$ cat src/rtl/core/rprs_pkg.sv
// Package for the real-time / priority / round-robin scheduler.
// Holds opcodes, status and class codes, FSM state type and command structs.
// No dependencies.
package rprs_pkg;

    localparam int RtSlots   = 16;
    localparam int PrioSlots = 16;
    localparam int RrSlots   = 16;
    localparam int CycleLen  = 60;
    localparam int SlotW     = 4;
    localparam int CntW      = 5;

    localparam logic [2:0] OP_TICK     = 3'd0;
    localparam logic [2:0] OP_ADD_RT   = 3'd1;
    localparam logic [2:0] OP_ADD_PRIO = 3'd2;
    localparam logic [2:0] OP_ADD_RR   = 3'd3;
    localparam logic [2:0] OP_FINISH   = 3'd4;

    localparam logic [1:0] ST_OK       = 2'd0;
    localparam logic [1:0] ST_FULL     = 2'd1;
    localparam logic [1:0] ST_PAST_END = 2'd2;
    localparam logic [1:0] ST_CONFLICT = 2'd3;

    localparam logic [1:0] CLS_NONE = 2'd0;
    localparam logic [1:0] CLS_RT   = 2'd1;
    localparam logic [1:0] CLS_PRIO = 2'd2;
    localparam logic [1:0] CLS_RR   = 2'd3;

    localparam logic [3:0] NO_PRIO = 4'd8;

    typedef enum logic [2:0] {
        S_IDLE,
        S_END_SCAN,
        S_START_SCAN,
        S_PRIO_SCAN,
        S_RR,
        S_CONF_SCAN,
        S_FINISH
    } state_t;

    // Commands from the controller to the datapath.
    typedef struct packed {
        logic             load;      // capture input item, clear scan index
        logic             end_step;  // check window end at scan index
        logic             start_step;// check window start at scan index
        logic             prio_step; // compare priority at scan index
        logic             conf_step; // overlap test at scan index
        logic             rr_do;     // round-robin service
        logic             prio_pick; // commit priority winner
        logic             add_do;    // simple add / finish / commit realtime add
        logic             clr_idx;   // restart scan index
        logic             finish;    // write result
    } cmd_t;

    // Status from the datapath to the controller.
    typedef struct packed {
        logic [2:0] op;
        logic       rt_last;   // scan index at last realtime entry
        logic       rt_empty;
        logic       prio_last;
        logic       prio_empty;
        logic       rt_on;
        logic       prio_found;
        logic       rt_reject; // full, zero length or past end
        logic       conflict;
    } stat_t;

endpackage

$ cat src/rtl/core/rprs_if.sv
// Valid/ready channel interfaces for the scheduler.
// Depends on nothing; payload fields follow the item formats.
interface rprs_in_if;
    logic       valid;
    logic       ready;
    logic [2:0] opcode;
    logic [5:0] current_second;
    logic [5:0] window_start;
    logic [5:0] window_length;
    logic [2:0] prio_level;
    logic [3:0] target_slot;
    modport source (output valid, opcode, current_second, window_start, window_length,
                    prio_level, target_slot, input ready);
    modport sink (input valid, opcode, current_second, window_start, window_length,
                  prio_level, target_slot, output ready);
endinterface

interface rprs_out_if;
    logic       valid;
    logic       ready;
    logic [1:0] status;
    logic [3:0] assigned_slot;
    logic [1:0] run_class;
    logic [3:0] run_slot;
    logic       window_busy;
    logic       all_prio_done;
    modport source (output valid, status, assigned_slot, run_class, run_slot,
                    window_busy, all_prio_done, input ready);
    modport sink (input valid, status, assigned_slot, run_class, run_slot,
                  window_busy, all_prio_done, output ready);
endinterface

$ cat src/rtl/core/rprs_ctrl.sv
// Controller FSM of the scheduler: sequences scans one entry per cycle.
// Depends on rprs_pkg.
module rprs_ctrl (
    input  logic            clk,
    input  logic            rst_n,
    input  logic            in_valid,
    output logic            in_ready,
    input  logic            res_free,
    input  rprs_pkg::stat_t st,
    output rprs_pkg::cmd_t  cmd
);
    import rprs_pkg::*;

    state_t state_reg, state_next;

    // State register.
    always_ff @(posedge clk or negedge rst_n)
    begin
        if (!rst_n)
        begin
            state_reg <= S_IDLE;
        end
        else
        begin
            state_reg <= state_next;
        end
    end

    // Next state.
    always_comb
    begin
        state_next = state_reg;
        unique case (state_reg)
            S_IDLE:
            begin
                if (in_valid && res_free)
                begin
                    state_next = S_FINISH;
                    if (st.op == OP_TICK) state_next = S_END_SCAN;
                    if (st.op == OP_ADD_RT) state_next = S_CONF_SCAN;
                end
            end
            S_END_SCAN:
                if (st.rt_empty || st.rt_last) state_next = S_START_SCAN;
            S_START_SCAN:
            begin
                if (st.rt_empty || st.rt_last)
                begin
                    state_next = S_PRIO_SCAN;
                end
            end
            S_PRIO_SCAN:
            begin
                if (st.rt_on) state_next = S_FINISH;
                else if (st.prio_empty || st.prio_last) state_next = S_RR;
            end
            S_RR:
                state_next = S_FINISH;
            S_CONF_SCAN:
            begin
                if (st.rt_reject || st.conflict || st.rt_empty || st.rt_last)
                begin
                    state_next = S_FINISH;
                end
            end
            S_FINISH:
                state_next = S_IDLE;
            default:
                state_next = S_IDLE;
        endcase
    end

    // Outputs.
    always_comb
    begin
        cmd = '0;
        in_ready = 1'b0;
        unique case (state_reg)
            S_IDLE:
            begin
                in_ready = res_free;
                cmd.load = in_valid && res_free;
            end
            S_END_SCAN:
            begin
                cmd.end_step = !st.rt_empty;
                if (st.rt_empty || st.rt_last) cmd.clr_idx = 1'b1;
            end
            S_START_SCAN:
            begin
                cmd.start_step = !st.rt_empty;
                if (st.rt_empty || st.rt_last) cmd.clr_idx = 1'b1;
            end
            S_PRIO_SCAN:
            begin
                cmd.prio_step = !st.rt_on && !st.prio_empty;
            end
            S_RR:
            begin
                if (st.prio_found) cmd.prio_pick = 1'b1;
                else cmd.rr_do = 1'b1;
            end
            S_CONF_SCAN:
            begin
                cmd.conf_step = !st.rt_reject && !st.rt_empty;
            end
            S_FINISH:
            begin
                cmd.add_do = 1'b1;
                cmd.finish = 1'b1;
            end
            default:
            begin
                cmd = '0;
            end
        endcase
    end

endmodule

$ cat src/rtl/core/rprs_dp.sv
// Datapath of the scheduler: entry tables, counters, scan index, result fields.
// Depends on rprs_pkg; driven by rprs_ctrl commands.
module rprs_dp (
    input  logic            clk,
    input  logic            rst_n,
    input  rprs_pkg::cmd_t  cmd,
    output rprs_pkg::stat_t st,
    input  logic [2:0]      in_opcode,
    input  logic [5:0]      in_second,
    input  logic [5:0]      in_wstart,
    input  logic [5:0]      in_wlen,
    input  logic [2:0]      in_level,
    input  logic [3:0]      in_target,
    input  logic [3:0]      slice_ticks,
    output logic [1:0]      res_status,
    output logic [3:0]      res_assigned,
    output logic [1:0]      res_class,
    output logic [3:0]      res_slot,
    output logic            res_busy,
    output logic            res_alldone
);
    import rprs_pkg::*;

    logic [5:0]     rt_begin_reg   [RtSlots];
    logic [5:0]     rt_finish_reg  [RtSlots];
    logic [2:0]     prio_value_reg [PrioSlots];
    logic [3:0]     rr_rem_reg     [RrSlots];
    logic [PrioSlots-1:0] prio_done_reg;
    logic [CntW-1:0] rt_cnt_reg, prio_cnt_reg, done_cnt_reg, rr_cnt_reg;
    logic           rt_on_reg;
    logic [SlotW-1:0] rt_cur_reg, rr_ptr_reg;

    logic [2:0]     op_reg, level_reg;
    logic [5:0]     sec_reg, wstart_reg;
    logic [6:0]     wfin_reg;
    logic [SlotW-1:0] target_reg, idx_reg;
    logic [3:0]     best_reg;
    logic [SlotW-1:0] best_idx_reg;
    logic           found_reg, conflict_reg;
    logic [1:0]     cls_reg;
    logic [SlotW-1:0] rslot_reg;

    logic [5:0] cur_begin, cur_finish;
    logic [2:0] cur_prio;
    logic [SlotW-1:0] ptr_next;

    assign cur_begin  = rt_begin_reg[idx_reg];
    assign cur_finish = rt_finish_reg[idx_reg];
    assign cur_prio   = prio_value_reg[idx_reg];
    assign ptr_next   = (CntW'(rr_ptr_reg) + 1'b1 >= rr_cnt_reg) ? '0 : rr_ptr_reg + 1'b1;

    // Status toward the controller.
    always_comb
    begin
        st.op         = cmd.load ? in_opcode : op_reg;
        st.rt_empty   = (rt_cnt_reg == '0);
        st.rt_last    = (CntW'(idx_reg) + 1'b1 == rt_cnt_reg);
        st.prio_empty = (prio_cnt_reg == '0);
        st.prio_last  = (CntW'(idx_reg) + 1'b1 == prio_cnt_reg);
        st.rt_on      = rt_on_reg;
        st.prio_found = found_reg;
        st.rt_reject  = (rt_cnt_reg >= CntW'(RtSlots)) || (wfin_reg == wstart_reg)
                        || (wfin_reg > 7'(CycleLen));
        st.conflict   = conflict_reg;
    end

    // Captured item and scan registers.
    always_ff @(posedge clk)
    begin
        if (cmd.load)
        begin
            op_reg     <= in_opcode;
            sec_reg    <= in_second;
            wstart_reg <= in_wstart;
            wfin_reg   <= 7'(in_wstart) + 7'(in_wlen);
            level_reg  <= in_level;
            target_reg <= in_target;
            idx_reg    <= '0;
            best_reg   <= NO_PRIO;
            best_idx_reg <= '0;
            found_reg  <= 1'b0;
            conflict_reg <= 1'b0;
            cls_reg    <= CLS_NONE;
            rslot_reg  <= '0;
        end
        else
        begin
            if (cmd.clr_idx) idx_reg <= '0;
            else if (cmd.end_step || cmd.start_step || cmd.prio_step || cmd.conf_step)
                idx_reg <= idx_reg + 1'b1;
            if (cmd.prio_step && !prio_done_reg[idx_reg] && {1'b0, cur_prio} < best_reg)
            begin
                best_reg <= {1'b0, cur_prio};
                best_idx_reg <= idx_reg;
                found_reg <= 1'b1;
            end
            if (cmd.conf_step && 7'(wstart_reg) < 7'(cur_finish) && 7'(cur_begin) < wfin_reg)
                conflict_reg <= 1'b1;
            if (cmd.prio_pick)
            begin
                cls_reg <= CLS_PRIO;
                rslot_reg <= best_idx_reg;
            end
            if (cmd.rr_do && rr_cnt_reg != '0 && rr_rem_reg[rr_ptr_reg] != '0)
            begin
                cls_reg <= CLS_RR;
                rslot_reg <= rr_ptr_reg;
            end
        end
    end

    // Entry tables; contents need no reset.
    always_ff @(posedge clk)
    begin
        if (cmd.add_do && op_reg == OP_ADD_RT && !st.rt_reject && !conflict_reg)
        begin
            rt_begin_reg[rt_cnt_reg[SlotW-1:0]]  <= wstart_reg;
            rt_finish_reg[rt_cnt_reg[SlotW-1:0]] <= wfin_reg[5:0];
        end
        if (cmd.add_do && op_reg == OP_ADD_PRIO && prio_cnt_reg < CntW'(PrioSlots))
            prio_value_reg[prio_cnt_reg[SlotW-1:0]] <= level_reg;
        if (cmd.add_do && op_reg == OP_ADD_RR && rr_cnt_reg < CntW'(RrSlots))
            rr_rem_reg[rr_cnt_reg[SlotW-1:0]] <= slice_ticks;
        if (cmd.rr_do && rr_cnt_reg != '0)
        begin
            if (rr_rem_reg[rr_ptr_reg] > 4'd1)
                rr_rem_reg[rr_ptr_reg] <= rr_rem_reg[rr_ptr_reg] - 1'b1;
            else
                rr_rem_reg[ptr_next] <= slice_ticks;
        end
    end

    // Control state with reset.
    always_ff @(posedge clk or negedge rst_n)
    begin
        if (!rst_n)
        begin
            rt_cnt_reg    <= '0;
            prio_cnt_reg  <= '0;
            done_cnt_reg  <= '0;
            rr_cnt_reg    <= '0;
            rt_on_reg     <= 1'b0;
            rt_cur_reg    <= '0;
            rr_ptr_reg    <= '0;
            prio_done_reg <= '0;
        end
        else
        begin
            if (cmd.end_step && (cur_finish == sec_reg ||
                (cur_finish == 6'(CycleLen) && sec_reg == '0)))
                rt_on_reg <= 1'b0;
            if (cmd.start_step && cur_begin == sec_reg)
            begin
                rt_on_reg  <= 1'b1;
                rt_cur_reg <= idx_reg;
            end
            if (cmd.rr_do && rr_cnt_reg != '0 && rr_rem_reg[rr_ptr_reg] <= 4'd1)
                rr_ptr_reg <= ptr_next;
            if (cmd.add_do)
            begin
                unique case (op_reg)
                    OP_ADD_RT:
                        if (!st.rt_reject && !conflict_reg) rt_cnt_reg <= rt_cnt_reg + 1'b1;
                    OP_ADD_PRIO:
                    begin
                        if (prio_cnt_reg < CntW'(PrioSlots))
                        begin
                            prio_done_reg[prio_cnt_reg[SlotW-1:0]] <= 1'b0;
                            prio_cnt_reg <= prio_cnt_reg + 1'b1;
                        end
                    end
                    OP_ADD_RR:
                        if (rr_cnt_reg < CntW'(RrSlots)) rr_cnt_reg <= rr_cnt_reg + 1'b1;
                    OP_FINISH:
                    begin
                        if (CntW'(target_reg) < prio_cnt_reg && !prio_done_reg[target_reg])
                        begin
                            prio_done_reg[target_reg] <= 1'b1;
                            done_cnt_reg <= done_cnt_reg + 1'b1;
                        end
                    end
                    default:
                    begin
                    end
                endcase
            end
        end
    end

    // Result fields, valid in the finish state.
    always_comb
    begin
        res_status   = ST_OK;
        res_assigned = '0;
        res_class    = CLS_NONE;
        res_slot     = '0;
        unique case (op_reg)
            OP_TICK:
            begin
                if (rt_on_reg)
                begin
                    res_class = CLS_RT;
                    res_slot  = rt_cur_reg;
                end
                else
                begin
                    res_class = cls_reg;
                    res_slot  = rslot_reg;
                end
            end
            OP_ADD_RT:
            begin
                if (rt_cnt_reg >= CntW'(RtSlots)) res_status = ST_FULL;
                else if (st.rt_reject) res_status = ST_PAST_END;
                else if (conflict_reg) res_status = ST_CONFLICT;
                else res_assigned = rt_cnt_reg[SlotW-1:0];
            end
            OP_ADD_PRIO:
            begin
                if (prio_cnt_reg >= CntW'(PrioSlots)) res_status = ST_FULL;
                else res_assigned = prio_cnt_reg[SlotW-1:0];
            end
            OP_ADD_RR:
            begin
                if (rr_cnt_reg >= CntW'(RrSlots)) res_status = ST_FULL;
                else res_assigned = rr_cnt_reg[SlotW-1:0];
            end
            default:
            begin
            end
        endcase
        res_busy = rt_on_reg;
        res_alldone = 1'b0;
        unique case (op_reg)
            OP_ADD_PRIO:
                res_alldone = (prio_cnt_reg >= CntW'(PrioSlots)) &&
                              (done_cnt_reg == prio_cnt_reg);
            OP_FINISH:
                res_alldone = (CntW'(target_reg) < prio_cnt_reg && !prio_done_reg[target_reg])
                              ? (done_cnt_reg + 1'b1 == prio_cnt_reg)
                              : (done_cnt_reg == prio_cnt_reg);
            default:
                res_alldone = (done_cnt_reg == prio_cnt_reg);
        endcase
    end

endmodule

$ cat src/rtl/core/realtime_priority_roundrobin_scheduler.sv
// Top level of the three-level scheduler (real-time windows, priority, round-robin).
// Depends on rprs_pkg, rprs_if, rprs_ctrl and rprs_dp.
//
// Usage: items enter on the "inp" valid/ready channel, one result item per input
// leaves on the "outp" channel. slice_ticks is written through cfg_we/cfg_wdata;
// write it only while the block is idle, which the block itself does not enforce.
// One input item is handled at a time. An add or finish goes straight from idle
// to the finish state; a realtime add first runs the overlap scan over the entries.
// A tick scans the window ends, then the window starts, then the priority values
// (skipped while a window is active), one entry per cycle each, then commits the
// priority winner or serves round-robin.
// The result sits in an output register. A new item is taken only when that
// register is empty or is read in the same cycle, so a stalled receiver stops
// the input while one result waits.
// Reset empties every table count, clears the active window and the round-robin
// pointer, and sets slice_ticks to 3; no clearing pass is needed.
module realtime_priority_roundrobin_scheduler (
    input  logic       clk,
    input  logic       rst_n,
    input  logic       cfg_we,
    input  logic [3:0] cfg_wdata,
    rprs_in_if.sink    inp,
    rprs_out_if.source outp
);
    import rprs_pkg::*;

    cmd_t       cmd;
    stat_t      st;
    logic [3:0] slice_reg;
    logic [1:0] r_status, r_class;
    logic [3:0] r_assigned, r_slot;
    logic       r_busy, r_alldone;
    logic       out_valid_reg;
    logic       res_free;

    assign res_free = !out_valid_reg || outp.ready;

    // Slice length register.
    always_ff @(posedge clk or negedge rst_n)
    begin
        if (!rst_n) slice_reg <= 4'd3;
        else if (cfg_we) slice_reg <= cfg_wdata;
    end

    rprs_ctrl u_ctrl (
        .clk      (clk),
        .rst_n    (rst_n),
        .in_valid (inp.valid),
        .in_ready (inp.ready),
        .res_free (res_free),
        .st       (st),
        .cmd      (cmd)
    );

    rprs_dp u_dp (
        .clk          (clk),
        .rst_n        (rst_n),
        .cmd          (cmd),
        .st           (st),
        .in_opcode    (inp.opcode),
        .in_second    (inp.current_second),
        .in_wstart    (inp.window_start),
        .in_wlen      (inp.window_length),
        .in_level     (inp.prio_level),
        .in_target    (inp.target_slot),
        .slice_ticks  (slice_reg),
        .res_status   (r_status),
        .res_assigned (r_assigned),
        .res_class    (r_class),
        .res_slot     (r_slot),
        .res_busy     (r_busy),
        .res_alldone  (r_alldone)
    );

    // Output register.
    always_ff @(posedge clk or negedge rst_n)
    begin
        if (!rst_n) out_valid_reg <= 1'b0;
        else if (cmd.finish) out_valid_reg <= 1'b1;
        else if (outp.ready) out_valid_reg <= 1'b0;
    end

    always_ff @(posedge clk)
    begin
        if (cmd.finish)
        begin
            outp.status        <= r_status;
            outp.assigned_slot <= r_assigned;
            outp.run_class     <= r_class;
            outp.run_slot      <= r_slot;
            outp.window_busy   <= r_busy;
            outp.all_prio_done <= r_alldone;
        end
    end

    assign outp.valid = out_valid_reg;

endmodule
$ cat src/flat_wrapper.sv
// flat-port wrapper written by rule: the top's interface ports become plain ports
module realtime_priority_roundrobin_scheduler_flat import rprs_pkg::*;
  (clk, rst_n, cfg_we, cfg_wdata, inp_valid, inp_opcode, inp_current_second, inp_window_start, inp_window_length, inp_prio_level, inp_target_slot, inp_ready, outp_valid, outp_status, outp_assigned_slot, outp_run_class, outp_run_slot, outp_window_busy, outp_all_prio_done, outp_ready);
  rprs_in_if inp_i ();
  rprs_out_if outp_i ();
  input  logic clk;
  input  logic rst_n;
  input  logic cfg_we;
  input  logic [3:0] cfg_wdata;
  input wire logic [$bits(inp_i.valid)-1:0] inp_valid;
  input wire logic [$bits(inp_i.opcode)-1:0] inp_opcode;
  input wire logic [$bits(inp_i.current_second)-1:0] inp_current_second;
  input wire logic [$bits(inp_i.window_start)-1:0] inp_window_start;
  input wire logic [$bits(inp_i.window_length)-1:0] inp_window_length;
  input wire logic [$bits(inp_i.prio_level)-1:0] inp_prio_level;
  input wire logic [$bits(inp_i.target_slot)-1:0] inp_target_slot;
  output wire logic [$bits(inp_i.ready)-1:0] inp_ready;
  output wire logic [$bits(outp_i.valid)-1:0] outp_valid;
  output wire logic [$bits(outp_i.status)-1:0] outp_status;
  output wire logic [$bits(outp_i.assigned_slot)-1:0] outp_assigned_slot;
  output wire logic [$bits(outp_i.run_class)-1:0] outp_run_class;
  output wire logic [$bits(outp_i.run_slot)-1:0] outp_run_slot;
  output wire logic [$bits(outp_i.window_busy)-1:0] outp_window_busy;
  output wire logic [$bits(outp_i.all_prio_done)-1:0] outp_all_prio_done;
  input wire logic [$bits(outp_i.ready)-1:0] outp_ready;
  assign inp_i.valid = inp_valid;
  assign inp_i.opcode = inp_opcode;
  assign inp_i.current_second = inp_current_second;
  assign inp_i.window_start = inp_window_start;
  assign inp_i.window_length = inp_window_length;
  assign inp_i.prio_level = inp_prio_level;
  assign inp_i.target_slot = inp_target_slot;
  assign inp_ready = inp_i.ready;
  assign outp_valid = outp_i.valid;
  assign outp_status = outp_i.status;
  assign outp_assigned_slot = outp_i.assigned_slot;
  assign outp_run_class = outp_i.run_class;
  assign outp_run_slot = outp_i.run_slot;
  assign outp_window_busy = outp_i.window_busy;
  assign outp_all_prio_done = outp_i.all_prio_done;
  assign outp_i.ready = outp_ready;
  realtime_priority_roundrobin_scheduler u_core (.clk(clk), .rst_n(rst_n), .cfg_we(cfg_we), .cfg_wdata(cfg_wdata), .inp(inp_i), .outp(outp_i));
endmodule
$ cat config.mk
export PLATFORM = sky130hd
export DESIGN_NAME = realtime_priority_roundrobin_scheduler_flat
export DESIGN_NICKNAME = d
export VERILOG_FILES = /design/src/rtl/core/rprs_pkg.sv /design/src/rtl/core/rprs_if.sv /design/src/rtl/core/rprs_ctrl.sv /design/src/rtl/core/rprs_dp.sv /design/src/rtl/core/realtime_priority_roundrobin_scheduler.sv /design/src/flat_wrapper.sv
export SDC_FILE = /design/constraint.sdc
export NUM_CORES = 1
export LEC_CHECK = 0
export BUFFER_PORTS_ARGS = -buffer_cell sky130_fd_sc_hd__clkbuf_2
export CAP_MARGIN = 15
export CORE_MARGIN = 2
export CORE_UTILIZATION = 30
export DETAILED_ROUTE_END_ITERATION = 6
export GPL_ROUTABILITY_DRIVEN = 0
export HOLD_SLACK_MARGIN = 0.02
export PLACE_DENSITY_LB_ADDON = 0.3
export SKIP_CTS_REPAIR_TIMING = 1
export SKIP_LAST_GASP = 1
export SLEW_MARGIN = 0
export SYNTH_ARGS = -nofsm -noshare
export SYNTH_HDL_FRONTEND = slang
export SYNTH_SLANG_ARGS = --single-unit
$ cat constraint.sdc
create_clock -name clk -period 10.7 [get_ports clk]
set_input_delay 1.605 -clock clk [delete_from_list [all_inputs] [get_ports clk]]
set_output_delay 1.605 -clock clk [all_outputs]
set_load 0.01 [all_outputs]
Word-level counts from Yosys, hierarchy flattened

Memories as Yosys holds them, arrays and structs flattened. A register that Yosys moved wholly into a read port is not among the register bits.
Cells that the tools add are included.

$add $sub $neg: 10
Magnitude comparators: 18
Equality and inequality tests: 26
Mux-type cells: 82
Bitwise gates (word level): 4
Reductions and logical operators: 68

Operators by type and width:

| operator            | number |
|---|---|
| $mux 4              | 19 |
| $mux 1              | 37 |
| $mux 16             | 2 |
| $pmux 16 s2         | 1 |
| $mux 3              | 9 |
| $logic_and 1x1->1   | 25 |
| $add 5x1->5 const B | 4 |
| $eq 5x5->1          | 4 |
| $pmux 3 s6          | 1 |
| $and 16x16->16      | 1 |
| $not 16->16         | 1 |
| $or 16x16->16       | 1 |
| $ge 5x5->1 const B  | 3 |
| $lt 4x5->1 const B  | 3 |
| $eq 3x2->1 const B  | 4 |
| $eq 3x3->1 const B  | 4 |
| $eq 6x6->1          | 2 |
| $logic_or 1x1->1    | 12 |
| $mux 2              | 6 |
| $pmux 4 s3          | 1 |
| $reduce_and 3->1    | 4 |
| $add 4x1->5 const B | 2 |
| $logic_not 5->1     | 2 |
| $lt 5x5->1 const B  | 2 |
| other kinds (33)    | 58 |

Register bits: 116
Memory bits (writable): 304
Bits of input ports: 37
Logic and storage cells: 243
Memories: 4

Memory list:

| memory                     | words | bits a word | read ports | clocked after memory_dff | wr ports | line          | source |
|---|---|---|---|---|---|---|---|
| u_core.u_dp.rt_begin_reg   | 16    | 6           | 1          | 1                        | 1        | rprs_dp.sv:24 | `logic [5:0] rt_begin_reg [RtSlots];` |
| u_core.u_dp.rt_finish_reg  | 16    | 6           | 1          | 1                        | 1        | rprs_dp.sv:25 | `logic [5:0] rt_finish_reg [RtSlots];` |
| u_core.u_dp.rr_rem_reg     | 16    | 4           | 1          | 0                        | 1        | rprs_dp.sv:27 | `logic [3:0] rr_rem_reg [RrSlots];` |
| u_core.u_dp.prio_value_reg | 16    | 3           | 1          | 1                        | 1        | rprs_dp.sv:26 | `logic [2:0] prio_value_reg [PrioSlots];` |

Logic depth before layout (Yosys ltp)

Gate-level depths: netlist of run 1.

Word-level depth: 10
Depth in mapped cells: 16

By module

Synthesis of run 1 repeated with hierarchy kept, for this count alone.

Cell total of the unflattened synthesis: 1304
Area total of the unflattened synthesis: 20014.2 um^2

By module, submodules not included:

| module                                 | instances | cells each | area an instance (um^2) | sequential area each (um^2) |
|---|---|---|---|---|
| rprs_dp                                | 1         | 1233       | 19062.0                 | 11576.1 |
| realtime_priority_roundrobin_scheduler | 1         | 25         | 605.6                   | 548.0 |
| rprs_ctrl                              | 1         | 46         | 346.6                   | 75.1 |

Least setup slack after synthesis of run 1

Ideal clock, no wire load.

Path kind: reg-to-reg
Start: register u_core.u_dp.rr_ptr_reg[0]
End: memory u_core.u_dp.rr_rem_reg[12][0], enable pin
Arrival: 3.794 ns
Slack: 6.545 ns
Stages on the path, launching flop included: 13
Buffers on the path: 2
Period minus slack after synthesis: 4.155 ns
Path through: dfrtp_1 -> buf_6 -> buf_2 -> mux4_2 -> a221oi_1 -> ha_1 -> nor2_1 -> or4_4 -> o21ai_4 -> o21ai_4 -> or3_1 -> a21bo_1 -> nor3_1

Word-level cells in the longest chain between the ends: 8
Elaborated cells between the ends (all ways): 18
Classes of those cells: add/sub: 2; order compare: 2; mux: 11; reduce/logical: 2; memory: 1

RTL lines:

| what                                                                   | line           | source |
|---|---|---|
| start, declared                                                        | rprs_dp.sv:31  | `logic [SlotW-1:0] rt_cur_reg, rr_ptr_reg;` |
| start signal, assigned                                                 | rprs_dp.sv:158 | `rr_ptr_reg <= ptr_next;` |
| $mem_v2 16x4                                                           | -              |  |
| $gt 4x1->1                                                             | rprs_dp.sv:126 | `if (rr_rem_reg[rr_ptr_reg] > 4'd1)` |
| $mux 1                                                                 | rprs_dp.sv:126 |  |
| $mux 1                                                                 | rprs_dp.sv:124 | `if (cmd.rr_do && rr_cnt_reg != '0)` |
| $mux 1 (implied by the code)                                           | rprs_dp.sv:127 | `rr_rem_reg[rr_ptr_reg] <= rr_rem_reg[rr_ptr_reg] - 1'b1;` |
| $reduce_or 4->1 (no source line)                                       | -              |  |
| $mux 4 (no source line) / $mux 1 (equally long branches) (2 in series) | -              |  |
| end, declared                                                          | rprs_dp.sv:27  |  |

Parallel ways exist; a longest one is shown, timed or not.

Worst setup path after layout of run 1

Start: register u_core.u_dp.rr_ptr_reg[1]
End: memory u_core.u_dp.rr_rem_reg[14][0], enable pin

Same word-level chain as after synthesis.

==> metrics.txt, run 1 <==
outcome=completed; DRC Markers=0; share of post-route cells with drive strength above 1=0.179; I/O Buffers=52; largest net degree at the start of global routing=54; Congestion Overflow GR=0; ANT cells=0; RSZ-0062 raised after global routing=no; Max Root-Sink Buffers=3; fill count=6035; vias in the first global route=11200; DRT Pass-1 Iters=7; root buffer cell=clkbuf_16; CTS buffer count=43; PD cells=219 nW/µm²; Final #Nets=1434; die area=65100 µm²; Peak Freq=0.218 GHz; chip height=255 µm; asr flop ratio synth=0.125; Period Utilization, post-route=0.430; main flop type after synthesis=edfxtp_1; worst-margin pin slew=1.08 ns; Seq/Total Area, Yosys=0.645; Worst Setup Start Kind=flip-flop; core area=62700 µm²; gr usage total=0.145; EDFF count, synth=344; DRT Wirelength=46.6 mm; Setup Crit Path Kind=flip-flop to flip-flop; skew final=0.0466 ns; most frequent cells in the layout=344 x edfxtp_1, 102 x nand2_1, 80 x nor2_1, 75 x mux4_2, 53 x inv_1; syn nets=1378; Worst-path clk slew=0.06 ns; commonest non-fill, non-tap cell in the layout=edfxtp_1; Mapped Area=18900 µm²; Pleak=7.32 nW; synth unique cells=78; wire per inst=20.8 µm; area grow syn2layout=14.2%; critical path's slowest cell=dfrtp_1; CP arrival=4.80 ns; max cap viols=0; r2r worst-path depth=12; Critical path buffers and inverters=0; worst hold path class=flip-flop to flip-flop; Synth Area per Inst=14.6 µm²; cell count after placement=2156; Initial Util=0.302; Die W=255 µm; DP Wirelength=31.1 mm; Vias/cell=4.95; Max IR drop VDD=127 µV; routed vias=11100; WP depth=12; H-tree depth=2; hold depth=2; latest clock arrival within the worst-skew pair=0.61 ns; clk sinks=424; Ys Warns=0; WP data required=10.91 ns; Final ANT Viol Nets=0; Worst setup startpoint=u_core.u_dp.rr_ptr_reg[1]$_DFFE_PN0P_; total power=4.73 mW; worst r2r src=u_core.u_dp.rr_ptr_reg[1]$_DFFE_PN0P_; CP Max Fanout=18; CTS tree=done; Setup Viol. Count Final=0; Slew Viols, Final=0; initial antenna violation count=0; Max stage delay on crit path=0.82 ns; cells after synthesis=1299; IO Count=53; Setup crit end kind=flip-flop; Max-slew headroom=0.280; Hold Startpoint=u_core.u_dp.best_reg[0]$_SDFFE_PN0P_; Fin. Hold Viols=0; Tmin final=4.60 ns; final non-filler cell total=2236; delay-heaviest family, CP=simple AND/OR/NAND/NOR gates; first-pass GRT wire length=70.8 mm; row count=92; DR iter-0 viols=907; number of synthesized register bits=424; worst-path cell chain=and2_1, a221oi_1, o21a_1, a221oi_1, ha_1, nor2_1, or4_4, o21ai_4, o21ai_4, mux2i_1, a21bo_1, nor3_1; setup tns final=0 ns
==> report_power, final <==
part           switching, mW  internal (mW)  total [mW]
Combinational          0.592          0.436        1.03
Sequential             0.210           1.95        2.16
Clock                  0.657          0.878        1.54
==> routing by layer <==
layer  vias to the layer above  routed length, µm  GRT usage
li1                       5072                  -          -
met1                      5695              20400      0.194
met2                       257              23500      0.249
met3                        54               1680     0.0174
met4                         0                990     0.0426
met5                         -                  0          0
==> worst paths after layout <==
path	to	slack, ns
max	u_core.u_dp.rr_rem_reg[14][0]$_DFFE_PP_	6.10
min	u_core.u_dp.best_reg[0]$_SDFFE_PN0P_	0.45
max reg2reg	u_core.u_dp.rr_rem_reg[14][0]$_DFFE_PP_	6.10
min reg2reg	u_core.u_dp.best_reg[0]$_SDFFE_PN0P_	0.45
max in group asynchronous	u_core.u_dp.rt_cur_reg[0]$_DFFE_PN0P_	8.99
min in group asynchronous	u_core.u_ctrl.state_reg[2]$_DFFE_PN0P_	1.18
==> tightest hold or removal path, stage by stage (launching register included) <==
cell and delay [ns]:
dfxtp_1 0.31, nand2_1 0.05, o21ai_1 0.05
==> logic make-up (layout without fill, tap and decap cells) <==
kind of cell    Yosys count  after routing  share of synthesized area
flops                   424            424                      0.645
mux                     135            135                      0.122
compound gates          206            206                     0.0710
simple gates            319            319                     0.0809
buf+inv                 112            203                     0.0249
fa+ha+maj                42             42                     0.0282
xor+xnor                 61             61                     0.0282
==> through the flow <==
stage	area, µm²	hold slack, ns	setup WS (ns)	utilization
4_1_cts	21600	0.452	6.06	0.344
3_5_place_dp	20200	0.443	6.09	0.321
6_report	21600	0.450	6.10	0.344
3_3_place_gp	20200	0.433	6.28	0.321
5_1_grt	21600	0.464	5.79	0.344
2_1_floorplan	18900	0.423	6.54	-
==> Yosys cell counts (all sizes together), types with 3 or more instances <==
cell / number / area, µm²
a21o: 11 / 82.6
and3: 3 / 18.8
o21bai: 3 / 22.5
nor4b: 4 / 50.1
nor2: 90 / 338
nor4: 6 / 43.8
edfxtp: 344 / 10300
o221ai: 3 / 26.3
or2: 7 / 43.8
dfxtp: 27 / 541
mux4: 75 / 1690
a22oi: 8 / 60.1
a31oi: 5 / 31.3
buf: 27 / 153
a221oi: 10 / 87.6
nor3: 31 / 166
nand2b: 18 / 113
or3: 11 / 68.8
nand2: 102 / 383
dfrtp: 51 / 1280
mux2i: 46 / 460
o211ai: 7 / 52.6
o2111ai: 4 / 35.0
nor3b: 6 / 45.0
inv: 55 / 206
xor2: 18 / 158
o31ai: 8 / 60.1
mux2: 14 / 158
and2: 3 / 18.8
nor2b: 7 / 43.8
a211oi: 3 / 22.5
ha: 41 / 513
xnor2: 43 / 377
a222oi: 4 / 40.0
nand3: 16 / 80.1
a21oi: 39 / 195
o21a: 5 / 37.5
nand4: 7 / 43.8
o21ai: 75 / 398
clkbuf: 29 / 109
==> cell type report <==
type                            instances  area (µm²)  area share
Tap cell                              846        1060      0.0490
Clock inverter                         22         267      0.0123
Multi-Input combinational cell        763        6320       0.292
Inverter                               56         210     0.00973
Timing Repair Buffer                   67         373      0.0173
Clock buffer                           58        1170      0.0543
Sequential cell                       424       12200       0.565
(Power assumes the default switching activity.)
==> inputs of run 2 (changes only) <==
==> constraint.sdc (replaced) <==
create_clock -name clk -period 4.1 [get_ports clk]
set_input_delay 0.615 -clock clk [delete_from_list [all_inputs] [get_ports clk]]
set_output_delay 0.615 -clock clk [all_outputs]
set_load 0.01 [all_outputs]
==> metrics.txt, run 2 (synthesis results as in run 1) <==
outcome=completed; Slew Viols, Final=0; Max-slew headroom=0.334; Worst Setup Start Kind=flip-flop; Final #Nets=1499; WP data required=4.33 ns; H-tree depth=2; gr usage total=0.148; Congestion Overflow GR=0; vias in the first global route=11600; DP Wirelength=32.7 mm; pre-CTS setup slack=-0.0994 ns; clk sinks=424; final worst slack=0.151 ns; Max IR drop VDD=359 µV; PD cells=569 nW/µm²; FF-to-FF setup slack=0.15 ns; Pleak=7.73 nW; CTS buffer count=46; Placement Cell Area=20600 µm²; I/O Buffers=52; first-pass GRT wire length=71.8 mm; Die W=255 µm; Vias/cell=4.93; Initial Util=0.302; commonest non-fill, non-tap cell in the layout=edfxtp_1; row count=92; largest net degree at the start of global routing=35; share of post-route cells with drive strength above 1=0.215; chip height=255 µm; worst hold path class=input port to async pin; fill count=5999; Final ANT Viol Nets=0; worst-margin pin slew=0.999 ns; core area=62700 µm²; IO Count=53; DR iter-0 viols=946; setup tns final=0 ns; Period Utilization, post-route=0.963; DRT Wirelength=47.5 mm; CP arrival=4.18 ns; Worst-path clk slew=0.06 ns; Setup crit end kind=flip-flop; routed vias=11300; CP Max Fanout=10; cell count after placement=2217; Fin. Hold Viols=0; root buffer cell=clkbuf_16; DRT Pass-1 Iters=5; skew final=0.0304 ns; die area=65100 µm²; Max Root-Sink Buffers=3; most frequent cells in the layout=344 x edfxtp_1, 102 x nand2_1, 89 x nor2_1, 75 x mux4_2, 73 x buf_4; initial antenna violation count=0; Setup Viol. Count Final=0; DRC Markers=0; latest clock arrival within the worst-skew pair=0.59 ns; ANT cells=0; design area=22200 µm²; Tmin final=3.95 ns; Setup Crit Path Kind=flip-flop to flip-flop; Peak Freq=0.253 GHz; max cap viols=0; CTS tree=done; wire per inst=20.6 µm; area grow syn2layout=17.4%; final non-filler cell total=2303; total power=12.6 mW
## run 2: cell count changes in the layout (fill, tap and decap cells not counted), sizes merged
cell	change
inv	+1
bufinv	-1
clkbuf	+11
clkinv	-5
buf	+61
## run 2: routing by layer
| layer | wire length (µm) | vias up | share of wire | global-route usage |
|---|---|---|---|---|
| met1 | 20200 | 5747 | 0.42 | 0.190 |
| met2 | 23700 | 293 | 0.50 | 0.254 |
| li1 | - | 5213 | - | - |
| met3 | 2090 | 90 | 0.044 | 0.0205 |
| met5 | 0 | - | 0 | 0 |
| met4 | 1480 | 0 | 0.031 | 0.0561 |
## run 2: through the flow
stage,hold WS (ns),util
3_3_place_gp,0.437,0.329
2_1_floorplan,0.319,-
6_report,0.199,0.354
5_1_grt,0.185,0.354
3_5_place_dp,0.449,0.329
4_1_cts,0.168,0.353
## run 2: report_power, final
part | internal [mW] | total (mW) | switching [mW]
Clock | 2.49 | 4.20 | 1.71
Sequential | 5.09 | 5.57 | 0.479
Combinational | 1.24 | 2.86 | 1.62
## run 2: worst paths after layout
check	from	to	depth (start not counted)
max	u_core.u_dp.rr_ptr_reg[0]$_DFFE_PN0P_	u_core.u_dp.rr_rem_reg[13][2]$_DFFE_PP_	11
min	rst_n	u_core.u_dp.done_cnt_reg[1]$_DFFE_PN0P_	1
max reg2reg	u_core.u_dp.rr_ptr_reg[0]$_DFFE_PN0P_	u_core.u_dp.rr_rem_reg[13][2]$_DFFE_PP_	11
min reg2reg	u_core.u_dp.best_reg[0]$_SDFFE_PN0P_	u_core.u_dp.best_reg[0]$_SDFFE_PN0P_	2
max in group asynchronous	rst_n	u_core.u_dp.prio_done_reg[1]$_DFFE_PN0P_	2
min in group clk	inp_current_second[3]	u_core.u_dp.sec_reg[3]$_DFFE_PN_	1
## run 2: worst max-delay path, cell delays in order (launching register included)
cell      delay, ns
dfrtp_2        0.43
buf_12         0.17
mux4_2         0.56
a221oi_4       0.36
ha_1           0.22
nor2_1         0.08
or4_4          0.50
o21ai_4        0.19
o21ai_4        0.12
or3_1          0.40
a21bo_1        0.23
nor2_1         0.33
## run 2: area by class of cell
| class | instances | area [µm²] | share of cell area |
|---|---|---|---|
| multi-input cells | 763 | 6300 | 0.284 |
| clock buffers | 68 | 1360 | 0.0611 |
| clock inverters | 17 | 184 | 0.00828 |
| flip-flops and latches | 424 | 12200 | 0.550 |
| repair buffers | 129 | 893 | 0.0402 |
| well taps | 846 | 1060 | 0.0477 |
| inverters | 56 | 210 | 0.00946 |
==> inputs of run 3 (changes only) <==
--- a/config.mk
+++ b/config.mk
@@ -5,6 +5,7 @@
 export SDC_FILE = /design/constraint.sdc
 export NUM_CORES = 1
 export LEC_CHECK = 0
+export ABC_AREA = 1
 export BUFFER_PORTS_ARGS = -buffer_cell sky130_fd_sc_hd__clkbuf_2
 export CAP_MARGIN = 15
 export CORE_MARGIN = 2
==> metrics.txt, run 3 <==
Max stage delay on crit path=0.74 ns; IO Count=53; Final #Nets=2091; pre-CTS setup slack=0.429 ns; WP data required=4.52 ns; CTS tree=done; I/O Buffers=52; clk sinks=424; DRT Wirelength=50.5 mm; CTS buffer count=46; Final ANT Viol Nets=0; Die W=261 µm; largest net degree at the start of global routing=138; Critical path buffers and inverters=3; top post-synthesis cells by area=edfxtp_1 52%, nand2_1 7.1%, dfrtp_1 6.5%, nor2_1 4.6%, nand3_1 3.7%; CP Max Fanout=15; delay-heaviest family, CP=compound AO/OA/AOI/OAI gates; latest clock arrival within the worst-skew pair=0.58 ns; Slew Viols, Final=0; die area=68000 µm²; ANT cells=0; synth unique cells=53; worst-path cell chain=inv_2, o21ai_0, o221ai_1, o211ai_1, nand2_1, inv_1, ha_1, or2_2, nand2_4, nand2_1, o21ai_0, buf_4; core area=65500 µm²; skew final=0.0214 ns; worst-margin pin slew=0.930 ns; EDFF count, synth=344; wire per inst=17.4 µm; Setup Viol. Count Final=0; H-tree depth=2; count leader, synth=nand2_1; gr usage total=0.150; CP arrival=4.14 ns; Tmin final=3.71 ns; main flop type after synthesis=edfxtp_1; PD cells=613 nW/µm²; asr flop ratio synth=0.125; Max IR drop VDD=395 µV; Setup Crit Path Kind=flip-flop to flip-flop; synth cell count leaders=372 x nand2_1, 344 x edfxtp_1, 242 x nor2_1; routed vias=14000; Ys Warns=0; DP Wirelength=33.8 mm; Initial Util=0.302; area share of the largest cell type after synthesis=0.523; outcome=completed; Max-slew headroom=0.373; area grow syn2layout=14.1%; final worst slack=0.387 ns; vias in the first global route=13800; row count=94; Congestion Overflow GR=0; Max Root-Sink Buffers=3; setup tns final=0 ns; cells after synthesis=1941; first-pass GRT wire length=79.4 mm; final core utilization=0.344; Vias/cell=4.82; initial antenna violation count=0; Pleak=8.68 nW; max cap viols=0; chip height=261 µm; Peak Freq=0.269 GHz; Period Utilization, post-route=0.906; worst hold path class=input port to async pin; Worst-path clk slew=0.06 ns; Setup crit end kind=flip-flop; critical path's slowest cell=o21ai_0; share of post-route cells with drive strength above 1=0.114; RSZ-0062 raised after global routing=no; DRC Markers=0; Worst Setup Start Kind=flip-flop; cell taking the most area after synthesis=edfxtp_1; syn nets=2020; Fin. Hold Viols=0; Seq/Total Area, Yosys=0.617; most frequent cells in the layout=372 x nand2_1, 344 x edfxtp_1, 241 x nor2_1, 188 x inv_1, 148 x nand3_1; commonest non-fill, non-tap cell in the layout=nand2_1; number of synthesized register bits=424; root buffer cell=clkbuf_16; Synth Area per Inst=10.2 µm²; Mapped Area=19800 µm²; DR iter-0 viols=1009; DRT Pass-1 Iters=6
-- run 3: area by class of cell --
cell class                      count  area (µm²)
Sequential cell                   424       12200
Tap cell                          864        1080
Multi-Input combinational cell   1235        6410
Timing Repair Buffer               99         651
Clock inverter                     22         186
Inverter                          206         773
Fill cell                        6488       43000
Clock buffer                       61        1250
-- run 3: final timing paths --
check	from	endpoint	slack [ns]	depth (start not counted)
worst max-delay path	u_core.u_dp.rr_ptr_reg[1]$_DFFE_PN0P_	u_core.u_dp.rr_rem_reg[1][1]$_DFFE_PP_	0.39	12
worst min-delay path	rst_n	u_core.outp.valid$_DFFE_PN0P_	0.02	1
worst max register to register	u_core.u_dp.rr_ptr_reg[1]$_DFFE_PN0P_	u_core.u_dp.rr_rem_reg[1][1]$_DFFE_PP_	0.39	12
worst min register to register	u_core.u_dp.cls_reg[0]$_SDFFE_PN0P_	u_core.u_dp.cls_reg[0]$_SDFFE_PN0P_	0.47	2
max in group asynchronous	rst_n	u_core.u_dp.rt_cur_reg[0]$_DFFE_PN0P_	3.14	2
min in group clk	inp_prio_level[1]	u_core.u_dp.level_reg[1]$_DFFE_PN_	0.22	1
-- run 3: logic make-up (layout without fill, tap and decap cells) --
kind of cell	after synthesis	count (layout)	synth area share
AND/OR/NAND/NOR	849	849	0.188
flip-flops	424	424	0.617
AO/OA/AOI/OAI	301	301	0.0894
XOR/XNOR	40	40	0.0177
adder cells (fa/ha/maj)	42	42	0.0270
multiplexers	3	3	0.00171
buffers and inverters	282	388	0.0591
-- run 3: metrics by stage --
stage	instances	hold slack, ns	cell area, µm²	power (mW)
3_3_place_gp	2828	0.461	21100	9.82
6_report	2911	0.0223	22600	13.8
4_1_cts	2911	0.0206	22600	13.9
5_1_grt	2911	0.0414	22600	14.7
3_5_place_dp	2828	0.456	21100	9.89
2_1_floorplan	1941	0.319	19800	8.58
-- run 3: per-layer routing --
| layer | track usage | routed length [µm] | share of wire | vias up |
|---|---|---|---|---|
| li1 | - | - | - | 6788 |
| met1 | 0.200 | 22800 | 0.45 | 6778 |
| met2 | 0.250 | 24200 | 0.48 | 377 |
| met3 | 0.0257 | 2470 | 0.049 | 75 |
| met4 | 0.0413 | 1060 | 0.021 | 0 |
| met5 | 0 | 0 | 0 | - |
-- run 3: where the power goes --
group | switching [mW] | total, mW | internal [mW]
clock | 1.67 | 4.00 | 2.32
combinational | 2.91 | 4.25 | 1.34
sequential | 0.399 | 5.58 | 5.19
total | 4.98 | 13.8 | 8.85
-- run 3: worst reg2reg max path, stage by stage, from the launching register on --
cell,delay (ns)
dfrtp_1,0.60
inv_2,0.36
o21ai_0,0.15
o221ai_1,0.21
o211ai_1,0.13
nand2_1,0.12
inv_1,0.08
ha_1,0.23
or2_2,0.36
nand2_4,0.13
nand2_1,0.15
o21ai_0,0.75
buf_4,0.31
